## src/rtl/lwbc_pkg.sv

```systemverilog
// Shared constants, codes and structures of the LRU write-back node cache.
`default_nettype none

package lwbc_pkg;

    localparam int ENTRIES   = 16;
    localparam int DATA_BITS = 64;
    localparam int ADDR_BITS = 32;
    localparam int STAMP_W   = 32;
    localparam int IDX_W     = (ENTRIES > 1) ? $clog2(ENTRIES) : 1;

    typedef logic [IDX_W-1:0] t_idx;

    typedef enum logic [1:0] {
        CMD_READ  = 2'd0,
        CMD_FILL  = 2'd1,
        CMD_WRITE = 2'd2,
        CMD_FLUSH = 2'd3
    } t_cmd;

    typedef enum logic [1:0] {
        KIND_HIT  = 2'd0,
        KIND_MISS = 2'd1,
        KIND_WB   = 2'd2,
        KIND_DONE = 2'd3
    } t_kind;

    // Contents of one slot as seen by the controller.
    typedef struct packed {
        logic                 valid;
        logic                 dirty;
        logic [ADDR_BITS-1:0] addr;
        logic [DATA_BITS-1:0] data;
    } t_slot;

    // Lookup token that travels down the chain, one cell per cycle.
    typedef struct packed {
        logic                 active;
        logic [ADDR_BITS-1:0] addr;
        logic                 hit;
        t_idx                 hit_idx;
        logic                 empty;
        t_idx                 empty_idx;
        logic                 best_set;
        t_idx                 best_idx;
        logic [STAMP_W-1:0]   best_stamp;
    } t_probe;

    // Update broadcast from the controller to the addressed cell.
    typedef struct packed {
        logic                 en;
        t_idx                 idx;
        logic                 valid_we;
        logic                 valid;
        logic                 dirty_we;
        logic                 dirty;
        logic                 line_we;
        logic [ADDR_BITS-1:0] addr;
        logic [DATA_BITS-1:0] data;
        logic                 stamp_we;
        logic [STAMP_W-1:0]   stamp;
    } t_update;

endpackage

`default_nettype wire

```

## src/rtl/lwbc_cell.sv

```systemverilog
// One cache slot with its stage of the lookup chain.
`default_nettype none

module lwbc_cell
    import lwbc_pkg::*;
(
    input  wire logic    i_clk,
    input  wire logic    i_rst_n,
    input  wire t_idx    i_index,
    input  wire t_probe  i_probe,
    output t_probe       o_probe,
    input  wire t_update i_update,
    output t_slot        o_slot
);

    logic                 r_valid;
    logic                 r_dirty;
    logic [STAMP_W-1:0]   r_stamp;
    logic [ADDR_BITS-1:0] r_addr;
    logic [DATA_BITS-1:0] r_data;
    t_probe               r_probe;
    t_probe               n_probe;
    logic                 sel;

    assign sel = i_update.en && (i_update.idx == i_index);

    // Fold this slot into the token: first match, first empty, oldest stamp.
    always_comb begin
        n_probe = i_probe;
        if (i_probe.active) begin
            if (r_valid && (r_addr == i_probe.addr) && !i_probe.hit) begin
                n_probe.hit     = 1'b1;
                n_probe.hit_idx = i_index;
            end
            if (!r_valid && !i_probe.empty) begin
                n_probe.empty     = 1'b1;
                n_probe.empty_idx = i_index;
            end
            if (!i_probe.best_set || (r_stamp < i_probe.best_stamp)) begin
                n_probe.best_set   = 1'b1;
                n_probe.best_idx   = i_index;
                n_probe.best_stamp = r_stamp;
            end
        end
    end

    always_ff @(posedge i_clk) begin
        if (!i_rst_n) begin
            r_valid <= 1'b0;
            r_dirty <= 1'b0;
            r_stamp <= '0;
            r_probe <= '0;
        end else begin
            r_probe <= n_probe;
            if (sel && i_update.valid_we) r_valid <= i_update.valid;
            if (sel && i_update.dirty_we) r_dirty <= i_update.dirty;
            if (sel && i_update.stamp_we) r_stamp <= i_update.stamp;
        end
    end

    always_ff @(posedge i_clk) begin
        if (sel && i_update.line_we) begin
            r_addr <= i_update.addr;
            r_data <= i_update.data;
        end
    end

    assign o_probe = r_probe;
    assign o_slot  = '{valid: r_valid, dirty: r_dirty, addr: r_addr, data: r_data};

endmodule

`default_nettype wire

```

## config.mk

```make
export PLATFORM = sky130hd
export DESIGN_NAME = lwbc_cell
export DESIGN_NICKNAME = d
export VERILOG_FILES = /design/src/rtl/lwbc_pkg.sv /design/src/rtl/lwbc_cell.sv
export SDC_FILE = /design/constraint.sdc
export NUM_CORES = 1
export LEC_CHECK = 0
export BUFFER_PORTS_ARGS = -buffer_cell sky130_fd_sc_hd__buf_2
export CAP_MARGIN = 20
export CORE_AREA = 2 2 159 161
export CTS_CLUSTER_DIAMETER = 200
export CTS_CLUSTER_SIZE = 10
export DETAILED_ROUTE_END_ITERATION = 10
export DIE_AREA = 0 0 161 163
export MAX_ROUTING_LAYER = met4
export PLACE_DENSITY_LB_ADDON = 0.2
export SKIP_CTS_REPAIR_TIMING = 1
export SYNTH_ARGS = -nofsm -noshare
export SYNTH_HDL_FRONTEND = slang
export SYNTH_SLANG_ARGS = --single-unit
```

## constraint.sdc

```tcl
create_clock -name i_clk -period 7.7 [get_ports i_clk]
set_clock_uncertainty 0.05 [all_clocks]
set_input_delay 0.77 -clock i_clk [delete_from_list [all_inputs] [get_ports i_clk]]
set_output_delay 0.77 -clock i_clk [all_outputs]
set_load 0.03 [all_outputs]
```

Word level (Yosys, flattened, before mapping)
Cells that the tools add are included.

operators by class
  magnitude comparators = 1
  eq/ne operators = 2
  mux-type cells = 4
  reductions and logical operators = 13

operator list
  cell                 count
  $mux W47             1
  $mux W37             1
  $eq A32 B32 Y1       1
  $lt A32 B32 Y1       1
  $mux W5              2
  $logic_and A1 B1 Y1  8
  $eq A4 B4 Y1         1
  $logic_not A1 Y1     4
  $logic_or A1 B1 Y1   1

word-level totals
  register bits after elaboration = 210
  output and inout port bits = 178
  logic and storage cells = 34

Depth between registers and ports, before layout
  depth after elaboration = 5
  depth in mapped cells = 10

Worst setup path after synthesis
No wires, ideal clock.

  kind = input to register
  from = in i_index[2]
  to = reg r_addr[0], enable pin
  library setup time = 0.465 ns
  data arrival time = 3.778 ns
  path slack = 3.407 ns
  stages on the path = 3
  cells stage by stage = xor2_1 -> nor4_1 -> and2_1

on the way
  word-level cells in the longest chain between the ends = 3

RTL lines
  element               line             RTL
  from (decl)           lwbc_cell.sv:9   input wire t_idx i_index,
  $eq A4 B4 Y1          lwbc_cell.sv:25  assign sel = i_update.en && (i_update.idx == i_index);
  $logic_and A1 B1 Y1   lwbc_cell.sv:25
  $logic_and A1 B1 Y1   lwbc_cell.sv:62  if (sel && i_update.line_we) begin
  to (signal assigned)  lwbc_cell.sv:63  r_addr <= i_update.addr;
  to (decl)             lwbc_cell.sv:19  logic [ADDR_BITS-1:0] r_addr;

No other way between the ends.
A chain may end at the register's enable or synchronous reset.

Final worst setup path
  from = in i_probe[1] (netlist bit)
  to = reg r_probe, in the netlist o_probe[11]

on the way
  word-level cells in the longest chain between the ends = 4

RTL lines
  element               line             RTL
  from (decl)           lwbc_cell.sv:10  input wire t_probe i_probe,
  $lt A32 B32 Y1        lwbc_cell.sv:39  if (!i_probe.best_set || (r_stamp < i_probe.best_stamp)) begin
  $logic_or A1 B1 Y1    lwbc_cell.sv:39
  $mux W37              lwbc_cell.sv:39
  $mux W47              lwbc_cell.sv:30  if (i_probe.active) begin
  to (signal assigned)  lwbc_cell.sv:54  r_probe <= n_probe;
  to (decl)             lwbc_cell.sv:21  t_probe r_probe;

No other way between the ends.

==> impl_metrics.ini <==
[route]
wl_met1_mm = 9.704
wl_per_cell_um = 17.34
top_layer = met4
dr.pass1.iters = 4
routed_wl_mm = 24.94
ant_nets = 0
remaining_drc_errors = 0
first_iter_violations = 317
vias_per_cell = 4.344
met2WireLength_mm = 12.61
wl_met3_mm = 1.960
vias = 6246

[placement]
portBuffers = 402
place_inst = 1395
post-place-ws_ns = 4.419
hpwl_mm = 19.49
gp_congestion = 0.8186

[synthesis]
synthSimpleGateAreaFrac = 0.1412
synth_area_um2 = 8115
synth_adder_area_share = 0.04780
synth_compound_area_frac = 0.05828
syn_inst = 687
synth.net_count = 943
synth_cell_types = 41
muxShareOfSynthArea = 0.05550
synth_top_family_by_area = simple AND/OR/NAND/NOR gates
yosysWarningCount = 0
synth_edf_count = 96
yosys_most_used_dff = dfxtp_1
async_flop_share = 0
syn_avg_cell_area_um2 = 11.81
ys_seq_area_frac = 0.6364
ys_ff_latch = 210
synth_xor_area_frac = 0.02698

[grt]
grt_util_all_layers = 0.1874
antenna_found_initial = 3
grt_pass1_wl_mm = 36.11
grt_pass1_vias = 6237
grt-ovfl-total = 0
grt_max_degree = 83

[clock_network]
htree_levels = 1
cts.root.buffer_cell = clkbuf_16
clk_pin_slew_ns = 0.05
clock_path_buffers = 3
cts_sinks = 210
clock_latency_ns = 0.51
numCtsBuffers = 24
cts_tree = built

[setup_path]
arrival_ns = 3.06
r2r_cells = 7
path_max_fanout = 36
critPathRequiredTime_ns = 8.08
criticalPathCategory = in -> reg
start_kind = input port
endpoint_kind = register

[timing]
hold_viol_final = 0
slew_headroom = 0.3573
min_period_ns = 2.688
setup_viol = 0
fin_crit_sh = 0.3491
worst_pin_slew_ns = 0.9640
finalMaxSlewViolations = 0
rsz0062_at_grt = no
tns_ns = 0
max_freq_ghz = 0.3721
setup_slack_ns = 5.012

[power]
leakage_uw = 0.005139
ir_drop_v = 0.0002169
powerDensity_nw_per_um2 = 221.2

[floorplan]
start_util = 0.3289
core.rowCount = 58
dieHeight_um = 163
die-area_um2 = 26240
io_pins = 403
die_width_um = 161
core_um2 = 24670

[run_status]
status = finished clean

[min_path]
hold_class = in -> reg
min_path_cells = 1

[layout]
drive_gt1_frac = 0.3995
area_growth_pct = 37.48
finalNonFillerCells = 1438
nets = 1347

[run]
cap_violations = 0
==> logic make-up after synthesis <==
group                    Yosys count
adder cells (fa/ha/maj)           31
XOR/XNOR                          25
buffers and inverters             66
AO/OA/AOI/OAI                     68
multiplexers                      45
flip-flops                       210
AND/OR/NAND/NOR                  242
==> worst max-delay path, stage by stage <==
cell      delay, ns
buf_2          0.08
inv_1          0.04
ha_1           0.28
a2111o_1       0.38
a32oi_1        0.25
o211ai_1       0.23
a21oi_4        0.19
buf_4          0.55
mux2i_1        0.26
==> stage by stage <==
step                        util  area (um2)  hold WS [ns]  power, uW
after floorplan                -        8115        0.3932       1366
after global placement    0.4243       10470        0.3977       1481
after detailed placement  0.4243       10470        0.4081       1481
after CTS                 0.4518       11150        0.3571       2511
after global routing      0.4521       11150        0.3588       2574
final                     0.4522       11160        0.3826       2468
==> where the power goes <==
group          internal (uW)  switching [uW]
Combinational           96.2             150
Sequential              1200            9.55
Clock                    594             420
Total                   1890             579
==> state kept, by name (all words and copies together) (netlist names) <==
signal   count
o_probe     80
r_addr      32
r_data      64
r_dirty      1
r_stamp     32
r_valid      1
==> cells in the mapped netlist, types with 4 or more instances <==
cell type | instances | area share
nor2b_1 | 15 | 0.012
nor2_1 | 5 | 0.0023
o21ai_0 | 4 | 0.0025
ha_1 | 31 | 0.048
mux2i_1 | 45 | 0.056
clkbuf_1 | 21 | 0.0097
nand2_1 | 157 | 0.073
nand4_1 | 4 | 0.0031
nand3_1 | 7 | 0.0043
dfxtp_1 | 114 | 0.28
xnor2_1 | 16 | 0.017
nor4_1 | 4 | 0.0031
buf_4 | 6 | 0.0056
xor2_1 | 9 | 0.0097
a21oi_1 | 15 | 0.0093
edfxtp_1 | 96 | 0.36
and2_1 | 34 | 0.026
inv_1 | 36 | 0.017
nand2b_1 | 7 | 0.0054
a21boi_1 | 32 | 0.030
==> metal layers <==
layer	vias up	track usage
met2	242	0.3201
met1	2823	0.2141
met3	45	0.05322
li1	3136	-
met4	0	0.05844
met5	-	-
==> area by class of cell <==
type	count	area (um2)
clock buffers	39	678.2
repair buffers	408	2059
fillers	2435	13520
diodes	4	10.01
well taps	330	412.9
inverters	36	135.1
flip-flops and latches	210	5165
multi-input cells	411	2696
==> final timing paths <==
path              slack (ns)           from     endpoint
setup reg to reg        5.09     r_stamp[1]  o_probe[11]
hold / removal          0.38  i_update[109]   r_addr[12]
setup / recovery        5.01     i_probe[1]  o_probe[11]
hold reg to reg         0.41     r_stamp[0]   r_stamp[0]
==> cells in the final DEF (no fill, tap or decap), types with 2 or more instances in the layout <==
master       n
a21boi_1    32
nand3_1      7
xor2_1       9
and4_1       2
nand2b_1     7
inv_1       36
a21oi_1     14
buf_4        7
buf_2      401
nand4_1      4
nand2_1    157
o211ai_1     2
nor2b_1     15
ha_1        31
o21ai_0      4
xnor2_1     16
clkbuf_16   25
o21a_1       3
clkbuf_1    14
nor2_1       5
and2_1      33
a2111o_1     2
diode_2      4
dfxtp_1    114
nor4_1       3
mux2i_1     45
edfxtp_1    96
or4_1        2
(Power assumes the default switching activity.)
